===== config.mk =====
export PLATFORM = sky130hd
export DESIGN_NAME = load_cell_average_tare_flat
export DESIGN_NICKNAME = d
export VERILOG_FILES = /design/src/rtl/core/lcat_pkg.sv /design/src/rtl/core/lcat_if.sv /design/src/rtl/core/lcat_front.sv /design/src/rtl/core/lcat_queue.sv /design/src/rtl/core/lcat_back.sv /design/src/rtl/core/load_cell_average_tare.sv /design/src/flat_wrapper.sv
export SDC_FILE = /design/constraint.sdc
export NUM_CORES = 2
export LEC_CHECK = 0
export BUFFER_PORTS_ARGS = -buffer_cell sky130_fd_sc_hd__buf_2
export CORE_MARGIN = 5
export CORE_UTILIZATION = 30
export DETAILED_ROUTE_END_ITERATION = 12
export SYNTH_ARGS = -nofsm -noshare
export SYNTH_HDL_FRONTEND = slang
export SYNTH_SLANG_ARGS = --single-unit

===== constraint.sdc =====
create_clock -name clk -period 23.2 [get_ports clk]
set_input_delay 1.16 -clock clk [delete_from_list [all_inputs] [get_ports clk]]
set_output_delay 1.16 -clock clk [all_outputs]
set_load 0.03 [all_outputs]

===== src/rtl/core/lcat_pkg.sv =====
package lcat_pkg;

  // Block length and the field widths that follow from the converter word.
  localparam int SAMPLES_PER_AVERAGE = 10;
  localparam int SAMPLE_W = 24;
  localparam int SUM_W    = 28;
  localparam int CNT_W    = $clog2(SAMPLES_PER_AVERAGE + 1);
  localparam int SCALE_W  = 32;
  localparam int DBAND_W  = 32;
  localparam int SCALED_W = SAMPLE_W + SCALE_W;
  localparam int NET_W    = SCALED_W + 1;

  // Bit 23 flip turns a two's-complement word into offset binary.
  localparam logic [SAMPLE_W-1:0] SIGN_FLIP = 24'h800000;

  // Division of the block sum by its length as a multiply by a rounded-up reciprocal.
  // With a shift of 35 the result is exact for every 28-bit sum and any length up to 16.
  localparam int DIV_SHIFT = 35;
  localparam int RECIP_W   = 36;
  localparam longint RECIP_VAL =
    ((64'd1 << DIV_SHIFT) + SAMPLES_PER_AVERAGE - 1) / SAMPLES_PER_AVERAGE;
  localparam logic [RECIP_W-1:0] RECIP = RECIP_W'(RECIP_VAL);

  // Reset values of the configuration registers.
  localparam logic [SCALE_W-1:0] SCALE_RESET = 32'd16777216;
  localparam logic [DBAND_W-1:0] DBAND_RESET = 32'd8389;

  // Configuration register indexes.
  localparam int CFG_IDX_W = 1;
  localparam logic [CFG_IDX_W-1:0] REG_SCALE_FACTOR = 1'b0;
  localparam logic [CFG_IDX_W-1:0] REG_DEADBAND     = 1'b1;

  // Depth of the queue between front and back.
  localparam int QUEUE_DEPTH = 4;
  localparam int QPTR_W      = $clog2(QUEUE_DEPTH);
  localparam int QCNT_W      = $clog2(QUEUE_DEPTH + 1);

  // Command codes.
  typedef enum logic [0:0] {
    OP_SAMPLE = 1'b0,
    OP_TARE   = 1'b1
  } op_t;

  // One queued operation: a finished block sum or a tare.
  typedef struct packed {
    op_t              op;
    logic [SUM_W-1:0] sum;
  } q_entry_t;

  // Write side of the queue.
  typedef struct packed {
    logic     valid;
    q_entry_t entry;
  } q_push_t;

  // Read side of the queue.
  typedef struct packed {
    logic     valid;
    q_entry_t entry;
  } q_head_t;

endpackage


===== src/rtl/core/lcat_if.sv =====
// Input channel: one command and its converter word per request.
interface lcat_in_if;
  logic                              valid;
  logic                              ready;
  logic                              cmd;
  logic [lcat_pkg::SAMPLE_W-1:0]     raw_sample;

  modport source (output valid, output cmd, output raw_sample, input ready);
  modport sink   (input valid, input cmd, input raw_sample, output ready);
endinterface

// Result channel: one averaged block per request.
interface lcat_out_if;
  logic                              valid;
  logic                              ready;
  logic [lcat_pkg::SAMPLE_W-1:0]     average_code;
  logic signed [lcat_pkg::NET_W-1:0] net_load;

  modport source (output valid, output average_code, output net_load, input ready);
  modport sink   (input valid, input average_code, input net_load, output ready);
endinterface


===== src/rtl/core/lcat_front.sv =====
module lcat_front (
  input  logic                     clk,
  input  logic                     rst_n,
  lcat_in_if.sink                  in_ch,
  input  logic                     q_full,
  output lcat_pkg::q_push_t        push
);

  logic [lcat_pkg::SUM_W-1:0]    sum_r;
  logic [lcat_pkg::SUM_W-1:0]    sum_nxt;
  logic [lcat_pkg::CNT_W-1:0]    count_r;
  logic [lcat_pkg::CNT_W-1:0]    count_nxt;
  logic [lcat_pkg::SAMPLE_W-1:0] word_ob;
  logic [lcat_pkg::SUM_W-1:0]    sum_add;
  logic                          fire;
  logic                          last;
  lcat_pkg::op_t                 op;

  // A request is taken whenever the queue has room.
  assign in_ch.ready = !q_full;
  assign fire        = in_ch.valid && in_ch.ready;
  assign op          = lcat_pkg::op_t'(in_ch.cmd);

  // Offset-binary conversion and running sum.
  assign word_ob = in_ch.raw_sample ^ lcat_pkg::SIGN_FLIP;
  assign sum_add = sum_r + lcat_pkg::SUM_W'(word_ob);
  assign last    = (count_r == lcat_pkg::CNT_W'(lcat_pkg::SAMPLES_PER_AVERAGE - 1));

  // A tare always goes to the back; a sample only when it closes a block.
  always_comb begin
    push.valid     = fire && ((op == lcat_pkg::OP_TARE) || last);
    push.entry.op  = op;
    push.entry.sum = sum_add;
  end

  // Block accumulator.
  always_comb begin
    sum_nxt   = sum_r;
    count_nxt = count_r;
    if (fire && (op == lcat_pkg::OP_SAMPLE)) begin
      if (last) begin
        sum_nxt   = '0;
        count_nxt = '0;
      end else begin
        sum_nxt   = sum_add;
        count_nxt = count_r + lcat_pkg::CNT_W'(1);
      end
    end
  end

  always_ff @(posedge clk) begin
    if (!rst_n) begin
      sum_r   <= '0;
      count_r <= '0;
    end else begin
      sum_r   <= sum_nxt;
      count_r <= count_nxt;
    end
  end

  // The sample count never reaches the block length.
  a_count_range: assert property (@(posedge clk) disable iff (!rst_n)
    count_r < lcat_pkg::CNT_W'(lcat_pkg::SAMPLES_PER_AVERAGE))
    else $error("sample count out of range");

endmodule


===== src/rtl/core/lcat_queue.sv =====
module lcat_queue (
  input  logic                clk,
  input  logic                rst_n,
  input  lcat_pkg::q_push_t   push,
  input  logic                pop,
  output logic                full,
  output lcat_pkg::q_head_t   head
);

  lcat_pkg::q_entry_t          entries_r [lcat_pkg::QUEUE_DEPTH];
  logic [lcat_pkg::QPTR_W-1:0] wr_ptr_r;
  logic [lcat_pkg::QPTR_W-1:0] wr_ptr_nxt;
  logic [lcat_pkg::QPTR_W-1:0] rd_ptr_r;
  logic [lcat_pkg::QPTR_W-1:0] rd_ptr_nxt;
  logic [lcat_pkg::QCNT_W-1:0] cnt_r;
  logic [lcat_pkg::QCNT_W-1:0] cnt_nxt;
  logic                        do_push;
  logic                        do_pop;

  assign full       = (cnt_r == lcat_pkg::QCNT_W'(lcat_pkg::QUEUE_DEPTH));
  assign head.valid = (cnt_r != '0);
  assign head.entry = entries_r[rd_ptr_r];

  assign do_push = push.valid && !full;
  assign do_pop  = pop && head.valid;

  // Pointer and fill bookkeeping.
  always_comb begin
    wr_ptr_nxt = do_push ? wr_ptr_r + lcat_pkg::QPTR_W'(1) : wr_ptr_r;
    rd_ptr_nxt = do_pop  ? rd_ptr_r + lcat_pkg::QPTR_W'(1) : rd_ptr_r;
    cnt_nxt    = cnt_r;
    if (do_push && !do_pop) begin
      cnt_nxt = cnt_r + lcat_pkg::QCNT_W'(1);
    end else if (!do_push && do_pop) begin
      cnt_nxt = cnt_r - lcat_pkg::QCNT_W'(1);
    end
  end

  always_ff @(posedge clk) begin
    if (!rst_n) begin
      wr_ptr_r <= '0;
      rd_ptr_r <= '0;
      cnt_r    <= '0;
    end else begin
      wr_ptr_r <= wr_ptr_nxt;
      rd_ptr_r <= rd_ptr_nxt;
      cnt_r    <= cnt_nxt;
    end
  end

  // Entry storage needs no reset.
  always_ff @(posedge clk) begin
    if (do_push) begin
      entries_r[wr_ptr_r] <= push.entry;
    end
  end

  // The front never offers an operation while the queue is full.
  a_no_overflow: assert property (@(posedge clk) disable iff (!rst_n)
    !(push.valid && full))
    else $error("request pushed into a full queue");

  // The fill count rises by one on a push without a pop.
  a_fill_track: assert property (@(posedge clk) disable iff (!rst_n)
    (do_push && !do_pop) |=> (cnt_r == $past(cnt_r) + lcat_pkg::QCNT_W'(1)))
    else $error("queue fill count lost a push");

endmodule


===== src/rtl/core/lcat_back.sv =====
module lcat_back (
  input  logic                              clk,
  input  logic                              rst_n,
  input  lcat_pkg::q_head_t                 head,
  output logic                              pop,
  input  logic                              cfg_we,
  input  logic [lcat_pkg::CFG_IDX_W-1:0]    cfg_index,
  input  logic [lcat_pkg::SCALE_W-1:0]      cfg_data,
  lcat_out_if.source                        out_ch
);

  logic                                   adv;
  logic [lcat_pkg::SUM_W+lcat_pkg::RECIP_W-1:0] quot_prod;

  logic [lcat_pkg::SCALE_W-1:0]           scale_r;
  logic [lcat_pkg::DBAND_W-1:0]           dband_r;
  logic [lcat_pkg::SCALED_W-1:0]          scaled_r;
  logic [lcat_pkg::SCALED_W-1:0]          tare_r;

  logic                                   s1_valid_r;
  lcat_pkg::op_t                          s1_op_r;
  logic [lcat_pkg::SAMPLE_W-1:0]          s1_mean_r;
  logic                                   s2_valid_r;
  lcat_pkg::op_t                          s2_op_r;
  logic [lcat_pkg::SAMPLE_W-1:0]          s2_mean_r;
  logic                                   s3_valid_r;
  lcat_pkg::op_t                          s3_op_r;
  logic [lcat_pkg::SAMPLE_W-1:0]          s3_mean_r;
  logic [lcat_pkg::NET_W-1:0]             s3_diff_r;
  logic [lcat_pkg::SCALED_W-1:0]          s3_mag_r;

  logic                                   out_valid_r;
  logic [lcat_pkg::SAMPLE_W-1:0]          out_mean_r;
  logic [lcat_pkg::NET_W-1:0]             out_net_r;

  logic [lcat_pkg::NET_W-1:0]             diff;
  logic [lcat_pkg::NET_W-1:0]             diff_neg;
  logic                                   in_band;

  // The whole pipe moves when the output register is free or being emptied.
  assign adv = !out_valid_r || out_ch.ready;
  assign pop = adv && head.valid;

  // Stage 1: mean by reciprocal multiply.
  assign quot_prod = head.entry.sum * lcat_pkg::RECIP;

  // Stage 3 arithmetic: signed difference and its magnitude.
  assign diff     = {1'b0, scaled_r} - {1'b0, tare_r};
  assign diff_neg = {1'b0, tare_r} - {1'b0, scaled_r};

  // Output stage: deadband is a strict test on the magnitude.
  assign in_band = (s3_mag_r < lcat_pkg::SCALED_W'(dband_r));

  always_ff @(posedge clk) begin
    if (!rst_n) begin
      s1_valid_r  <= 1'b0;
      s2_valid_r  <= 1'b0;
      s3_valid_r  <= 1'b0;
      out_valid_r <= 1'b0;
    end else if (adv) begin
      s1_valid_r  <= head.valid;
      s2_valid_r  <= s1_valid_r;
      s3_valid_r  <= s2_valid_r;
      out_valid_r <= s3_valid_r && (s3_op_r == lcat_pkg::OP_SAMPLE);
    end
  end

  // Pipeline payload.
  always_ff @(posedge clk) begin
    if (adv) begin
      s1_op_r    <= head.entry.op;
      s1_mean_r  <= quot_prod[lcat_pkg::DIV_SHIFT +: lcat_pkg::SAMPLE_W];
      s2_op_r    <= s1_op_r;
      s2_mean_r  <= s1_mean_r;
      s3_op_r    <= s2_op_r;
      s3_mean_r  <= s2_mean_r;
      s3_diff_r  <= diff;
      s3_mag_r   <= diff[lcat_pkg::NET_W-1] ? diff_neg[lcat_pkg::SCALED_W-1:0]
                                             : diff[lcat_pkg::SCALED_W-1:0];
      out_mean_r <= s3_mean_r;
      out_net_r  <= in_band ? '0 : s3_diff_r;
    end
  end

  // Scaled and tare state change in request order as stage 1 retires.
  always_ff @(posedge clk) begin
    if (!rst_n) begin
      scaled_r <= '0;
      tare_r   <= '0;
    end else if (adv && s1_valid_r) begin
      if (s1_op_r == lcat_pkg::OP_TARE) begin
        tare_r <= scaled_r;
      end else begin
        scaled_r <= s1_mean_r * scale_r;
      end
    end
  end

  // Configuration registers.
  always_ff @(posedge clk) begin
    if (!rst_n) begin
      scale_r <= lcat_pkg::SCALE_RESET;
      dband_r <= lcat_pkg::DBAND_RESET;
    end else if (cfg_we) begin
      case (cfg_index)
        lcat_pkg::REG_SCALE_FACTOR: scale_r <= cfg_data;
        lcat_pkg::REG_DEADBAND:     dband_r <= cfg_data;
        default: ;
      endcase
    end
  end

  assign out_ch.valid        = out_valid_r;
  assign out_ch.average_code = out_mean_r;
  assign out_ch.net_load     = $signed(out_net_r);

  // A result appears only from a sample block leaving stage 3.
  a_result_source: assert property (@(posedge clk) disable iff (!rst_n)
    $rose(out_valid_r) |-> $past(s3_valid_r && (s3_op_r == lcat_pkg::OP_SAMPLE)))
    else $error("result raised without a finished block");

  // A stalled pipe keeps the tare value unchanged.
  a_tare_hold: assert property (@(posedge clk) disable iff (!rst_n)
    !adv |=> $stable(tare_r))
    else $error("tare changed during a stall");

endmodule


===== src/rtl/core/load_cell_average_tare.sv =====
// Channel  Direction  Payload                          Handshake
// in_ch    input      cmd, raw_sample[23:0]            valid / ready
// out_ch   output     average_code[23:0], net_load[56:0] signed  valid / ready
// cfg_*    input      cfg_index[0], cfg_data[31:0]     cfg_we, no back-pressure
//
// One request is taken every cycle while the four-entry queue has room.
// A finished block goes from the queue through stages 1, 2, 3 and the output
// register to out_ch; the reciprocal and the scale multiply each own one stage.
// Reset is synchronous: sums, tare, scaled value and queue are cleared.
// A stalled out_ch freezes the back pipe; the front keeps filling the queue.
module load_cell_average_tare (
  input  logic                             clk,
  input  logic                             rst_n,
  lcat_in_if.sink                          in_ch,
  lcat_out_if.source                       out_ch,
  input  logic                             cfg_we,
  input  logic [lcat_pkg::CFG_IDX_W-1:0]   cfg_index,
  input  logic [lcat_pkg::SCALE_W-1:0]     cfg_data
);

  lcat_pkg::q_push_t push;
  lcat_pkg::q_head_t head;
  logic              q_full;
  logic              pop;

  // Front: accumulate samples, forward block sums and tares.
  lcat_front u_front (
    .clk    (clk),
    .rst_n  (rst_n),
    .in_ch  (in_ch),
    .q_full (q_full),
    .push   (push)
  );

  // Queue between front and back.
  lcat_queue u_queue (
    .clk   (clk),
    .rst_n (rst_n),
    .push  (push),
    .pop   (pop),
    .full  (q_full),
    .head  (head)
  );

  // Back: mean, scaling, tare and deadband.
  lcat_back u_back (
    .clk       (clk),
    .rst_n     (rst_n),
    .head      (head),
    .pop       (pop),
    .cfg_we    (cfg_we),
    .cfg_index (cfg_index),
    .cfg_data  (cfg_data),
    .out_ch    (out_ch)
  );

endmodule


===== src/flat_wrapper.sv =====
// flat-port wrapper written by rule: the top's interface ports become plain ports
module load_cell_average_tare_flat 
  (clk, rst_n, cfg_we, cfg_index, cfg_data, in_ch_valid, in_ch_cmd, in_ch_raw_sample, in_ch_ready, out_ch_valid, out_ch_average_code, out_ch_net_load, out_ch_ready);
  lcat_in_if in_ch_i ();
  lcat_out_if out_ch_i ();
  input  logic clk;
  input  logic rst_n;
  input  logic cfg_we;
  input  logic [lcat_pkg::CFG_IDX_W-1:0] cfg_index;
  input  logic [lcat_pkg::SCALE_W-1:0] cfg_data;
  input wire logic [$bits(in_ch_i.valid)-1:0] in_ch_valid;
  input wire logic [$bits(in_ch_i.cmd)-1:0] in_ch_cmd;
  input wire logic [$bits(in_ch_i.raw_sample)-1:0] in_ch_raw_sample;
  output wire logic [$bits(in_ch_i.ready)-1:0] in_ch_ready;
  output wire logic [$bits(out_ch_i.valid)-1:0] out_ch_valid;
  output wire logic [$bits(out_ch_i.average_code)-1:0] out_ch_average_code;
  output wire logic [$bits(out_ch_i.net_load)-1:0] out_ch_net_load;
  input wire logic [$bits(out_ch_i.ready)-1:0] out_ch_ready;
  assign in_ch_i.valid = in_ch_valid;
  assign in_ch_i.cmd = in_ch_cmd;
  assign in_ch_i.raw_sample = in_ch_raw_sample;
  assign in_ch_ready = in_ch_i.ready;
  assign out_ch_valid = out_ch_i.valid;
  assign out_ch_average_code = out_ch_i.average_code;
  assign out_ch_net_load = out_ch_i.net_load;
  assign out_ch_i.ready = out_ch_ready;
  load_cell_average_tare u_core (.clk(clk), .rst_n(rst_n), .in_ch(in_ch_i), .out_ch(out_ch_i), .cfg_we(cfg_we), .cfg_index(cfg_index), .cfg_data(cfg_data));
endmodule

* Yosys cells after proc, flatten, opt, wreduce, memory -nomap -nowiden
Memories as Yosys holds them, arrays and structs flattened. A register that Yosys moved wholly into a read port is not among the register bits.
Cells that the tools add are included.
** Storage, ports and cells
- Memories :: 1
- RAM bits :: 116
- Input bits :: 63
- Register bits after elaboration :: 488
- ROM bits :: 0
- Output and inout bits :: 83
- Latch bits :: 0
** Memory list
- u_core.u_queue.entries_r :: words 4, bits a word 29, rd ports 1, clocked after Yosys merged registers in 1, write ports 1, RTL line lcat_queue.sv:10 : lcat_pkg::q_entry_t entries_r [lcat_pkg::QUEUE_DEPTH];
** Operators by class
- Shift-type cells :: 0
- $lt $le $gt $ge :: 1
- Add/subtract/negate cells :: 8
- Divide/modulo/power cells :: 0
- Equality and inequality tests :: 2
- Mux-type cells :: 9
- Bitwise operators :: 5
- Reductions and logical operators :: 22
- $mul :: 2
** Operator list (count)
- $mul A28 B32 Y59 const B :: 1
- $sub A56 B56 Y57 :: 1
- $lt A56 B32 Y1 :: 1
- $mul A24 B32 Y56 :: 1
- $mux W56 :: 1
- $sub A56 B56 Y56 :: 1
- $add A28 B24 Y28 :: 1
- $mux W28 :: 1
- $logic_and A1 B1 Y1 :: 10
- $reduce_and A2 Y1 :: 4
- $mux W3 :: 2
- $not A1 Y1 :: 5
- $add A2 B1 Y2 const B :: 2
- $add A4 B1 Y4 const B :: 1
- $eq A4 B4 Y1 const B :: 1
- $logic_not A1 Y1 :: 4
- $mux W2 :: 2
- $mux W4 :: 1
- $add A3 B1 Y3 const B :: 1
- $eq A3 B3 Y1 const B :: 1
- $reduce_bool A3 Y1 :: 1
- $sub A3 B1 Y3 const B :: 1
- $logic_or A1 B1 Y1 :: 2
- $mux W1 :: 2
- $reduce_bool A2 Y1 :: 1

* Longest topological paths before layout
- Depth in word-level cells :: 9
- Mapped depth :: 29

* By module
Synthesis repeated with hierarchy kept, for this count alone.
** Unflattened totals
- Cell total of the unflattened synthesis :: 6748
- Area, all modules :: 64879.7 um^2
** Modules (own cells, without submodules)
- lcat_back :: area each 57513.9 um^2, instances 1, seq. area each 11651.2 um^2, cells an instance 6210
- lcat_queue :: area each 4677.0 um^2, instances 1, seq. area each 3663.5 um^2, cells an instance 199
- lcat_front :: area each 2688.8 um^2, instances 1, seq. area each 640.6 um^2, cells an instance 339

* Worst setup path after synthesis
Ideal clock, no wire load.
- Path type :: input to register
- From :: input port out_ch_ready
- To :: register u_core.u_queue.cnt_r[2] in the netlist's numbering
- Path slack :: 14.371 ns
- Stages on the path :: 9
- Arrival time :: 8.759 ns
- Path through :: nor2b_1 > inv_1 > o31ai_1 > ha_1 > inv_1 > fa_1 > xor2_1 > or3_1 > a21oi_1
** On the way
- Word-level cells in the longest chain between the ends :: 6
** RTL lines
- start, declared :: RTL line flat_wrapper.sv:18 : input wire logic [$bits(out_ch_i.ready)-1:0] out_ch_ready;
- $logic_or A1 B1 Y1 (*) :: RTL line lcat_back.sv:41 : assign adv = !out_valid_r || out_ch.ready;
- $logic_and A1 B1 Y1 (*) :: RTL line lcat_back.sv:42 : assign pop = adv && head.valid;
- $logic_and A1 B1 Y1 (*) :: RTL line lcat_queue.sv:25 : assign do_pop = pop && head.valid;
- $logic_not A1 Y1 :: RTL line lcat_queue.sv:32 : if (do_push && !do_pop) begin
- $logic_and A1 B1 Y1 :: RTL line lcat_queue.sv:32
- $mux W3 or $reduce_bool A2 Y1 (tied branches)
- end signal, assigned :: RTL line lcat_queue.sv:47 : cnt_r <= cnt_nxt;
- end, declared :: RTL line lcat_queue.sv:15 : logic [lcat_pkg::QCNT_W-1:0] cnt_r;
Every way passes the cells marked *; elsewhere a longest branch is shown, timed or not.
A chain may end at the register's enable or synchronous reset.

* Worst setup path after layout
- From :: register u_core.u_back.s1_mean_r[9] in the netlist's numbering
- To :: register u_core.u_back.scaled_r[54] in the netlist's numbering
** On the way
- Word-level cells in the longest chain between the ends :: 1
** RTL lines
- start, declared :: RTL line lcat_back.sv:22 : logic [lcat_pkg::SAMPLE_W-1:0] s1_mean_r;
- start signal, assigned :: RTL line lcat_back.sv:72 : s1_mean_r <= quot_prod[lcat_pkg::DIV_SHIFT +: lcat_pkg::SAMPLE_W];
- $mul A24 B32 Y56 :: RTL line lcat_back.sv:94 : scaled_r <= s1_mean_r * scale_r;
- end signal, assigned :: RTL line lcat_back.sv:94
- end, declared :: RTL line lcat_back.sv:17 : logic [lcat_pkg::SCALED_W-1:0] scaled_r;
Every way passes these cells.

==> impl_metrics.tcl <==
set metrics [dict create \
    cp-endpoint "u_core.u_back.scaled_r[54]" \
    drive_gt1_share_pct 6.293 \
    cts_buffers 68 \
    setup_slack_ns 14.56 \
    async_flop_share_pct 0 \
    worst_slew_pin_slew_ns 1.210 \
    grt_pass1_vias 48680 \
    drv_cap 0 \
    clkSinkCount 605 \
    reg2reg_to "u_core.u_back.scaled_r[54]" \
    required_ns 23.71 \
    critical_path.reg2reg.startpoint "u_core.u_back.s1_mean_r[9]" \
    dr.pass1.iters 5 \
    cts_tree "built" \
    place.gp.congestion 0.9006 \
    num_io_pins 146 \
    path_clk_slew_ns 0.07 \
    synthMostInstantiatedCell "inv_1" \
    postCtsResizedCells 0 \
    avgSynthCellArea_sq_um 9.717 \
    synth-edff-count 384 \
    rsz0062_at_grt "no" \
    synth_top_cell_by_area "fa_1" \
    cp.arrival_ns 9.15 \
    critPathMaxFanout 33 \
    grtUsageTotal_pct 15.46 \
    fin_cells 9465 \
    die_area_sq_um 222800 \
    core_sq_um 212300 \
    grt_antenna_before_repair 5 \
    crit_type "flip-flop to flip-flop" \
    syn_area_sq_um 64030 \
    hold_viol_final 0 \
    startpoint_type "flip-flop" \
    finalClockSkew_ns 0.07487 \
    yosysUniqueCellTypes 86 \
    rows 169 \
    grt_max_degree 79 \
    min_period_ns 8.638 \
    yosys_most_used_dff "edfxtp_1" \
    start_util_pct 30.16 \
    die_x_microns 472 \
    synth_cells 6590 \
    status "completed" \
    yosysWarnings 0 \
    rrSetupSlack_ns 14.56 \
    post_cts.repair.setup_buffers 0 \
    wl_per_cell_microns 18.18 \
    port_buffers 145 \
    slew_violations 0 \
    netlist.area_leader.share_pct 27.26 \
    syn2layout_area_growth_pct 9.315 \
    endpoint_kind "flip-flop" \
    cts_root_buf "clkbuf_16" \
    vias 45390 \
    drtIter0Drc 3070 \
    finalNetCount 8108 \
    dp.cells 9337 \
    ys_top_cells_by_area "fa_1, edfxtp_1, ha_1" \
    antenna_left 0 \
    period_share_pct 37.23 \
    grt-ovfl-total 0 \
    route.detailed.drc 0 \
    max_freq_mhz 115.8 \
    yosysSeqAreaShare_pct 24.92 \
    syn-num-nets 8112 \
    slew_headroom_pct 19.35 \
    min_path_type "flip-flop to flip-flop" \
    post_drt_via_cell_ratio 4.795 \
    drt_wl_total_mm 172.1 \
    grt_pass1_wl_mm 274.0 \
    yosys-top-cells-count "inv_1, fa_1, nand2_1" \
    pre_cts_ws_ns 14.75 \
    htree_levels 3 \
    fillers 21870 \
    ctsHoldBuffers 0 \
    die_y_microns 472 \
    dp_hpwl_mm 130.6 \
    setup_tns_ns 0 \
    clk_latency_ns 0.71 \
    worstSetupStartpoint "u_core.u_back.s1_mean_r[9]" \
    ys_ff_latch 605 \
    clockBufferDepth 3 \
    reg2regPathDepth 26 \
    setup_viol 0 \
]
[critical path: stages, from the launching register on]
cell and delay [ns]:
edfxtp_1 0.33, buf_4 0.43, nand2_1 0.15, fa_1 0.54, fa_1 0.55, inv_1 0.05, fa_1 0.51, inv_1 0.06
fa_1 0.53, inv_1 0.05, fa_1 0.46, fa_1 0.52, inv_1 0.05, fa_1 0.48, inv_1 0.05, ha_1 0.39
a21o_1 0.20, a21o_1 0.17, a221oi_1 0.70, o32ai_1 0.29, a211oi_1 0.68, a21o_1 0.25, o21ai_1 0.18, a31o_2 0.33
a41oi_1 0.25, xor2_1 0.17, o21ai_1 0.08
[cells in the final DEF (no fill, tap or decap), types with 129 or more instances in the layout]
master    count
and2_1      404
a21o_1      154
dfxtp_1     220
edfxtp_1    384
inv_1      1308
xnor2_1     132
nor2_1      136
nand2_1     800
o21ai_0     129
fa_1        872
a21oi_1     386
buf_2       145
ha_1        587
[flip-flops by register name, summed over array words and instances, names as in the netlist, 3 cells and up, named ones only]
register                           flops
u_core.u_front.count_r                 4
u_core.u_back.s3_mag_r                55
u_core.u_back.out_ch.average_code     24
u_core.u_back.tare_r                  56
u_core.u_back.s3_diff_r               57
u_core.u_back.scaled_r                56
u_core.u_back.dband_r                 32
u_core.u_back.s2_mean_r               24
u_core.u_back.s1_mean_r               24
u_core.u_back.out_ch.net_load         57
u_core.u_back.s3_mean_r               24
u_core.u_queue.entries_r             116
u_core.u_back.scale_r                 32
u_core.u_front.sum_r                  28
u_core.u_queue.cnt_r                   3
[worst min path at each step]
stage	end	startpoint	slack, ns	cells after the start
2_1_floorplan	u_core.u_back.out_ch.average_code[0]	u_core.u_back.s3_mean_r[0]	0.40	0
3_3_place_gp	u_core.u_back.s3_mean_r[16]	u_core.u_back.s2_mean_r[16]	0.40	0
3_5_place_dp	u_core.u_back.out_ch.average_code[18]	u_core.u_back.s3_mean_r[18]	0.40	0
4_1_cts	u_core.u_back.out_ch.average_code[10]	u_core.u_back.s3_mean_r[10]	0.40	0
5_1_grt	u_core.u_back.s3_mean_r[17]	u_core.u_back.s2_mean_r[17]	0.42	0
6_report	u_core.u_back.s3_mean_r[17]	u_core.u_back.s2_mean_r[17]	0.40	0
[cells by family (layout without fill, tap and decap cells)]
logic type	after synthesis	count (layout)	synth area share [%]
and+or+nand+nor	1681	1681	12.69
buffers and inverters	1604	1656	9.534
adders and majority gates	1459	1459	38.73
AOI/OAI and AO/OA	947	947	9.356
DFF	605	605	24.92
xor gates and xnor gates	206	206	2.818
muxes	88	88	1.954
other	0	2	0
[cell type report]
class                      instances  area, sq um  share of cell area (%)
sequential                       605        15960                   22.80
tap                             2821         3530                   5.043
inverter                        1310         4930                   7.043
antenna                            2        5.005                0.007150
multi-input combinational       4381        42010                   60.01
timing repair buffer             220         1289                   1.841
clock buffer                      85         1807                   2.581
clock inverter                    41        474.2                  0.6775
[metrics by stage]
step | utilization, % | area [sq um] | hold slack [ns]
3_5_place_dp | 31.89 | 67710 | 0.4045
6_report | 32.97 | 70000 | 0.4013
2_1_floorplan | - | 64030 | 0.4003
3_3_place_gp | 31.89 | 67710 | 0.4026
5_1_grt | 32.97 | 69990 | 0.4188
4_1_cts | 32.97 | 69990 | 0.4042
[layer usage]
layer  GRT usage [%]  vias to the layer above  wire (microns)
li1                -                    20890               -
met1           20.28                    23030           74940
met2           26.56                     1206           82480
met3           2.017                      263            8834
met4           4.873                        2            5849
met5               0                        -              11
Power is left out: the tool's default activity adds up to more than one toggle a clock period on the data nets, which glitch-free logic cannot reach.
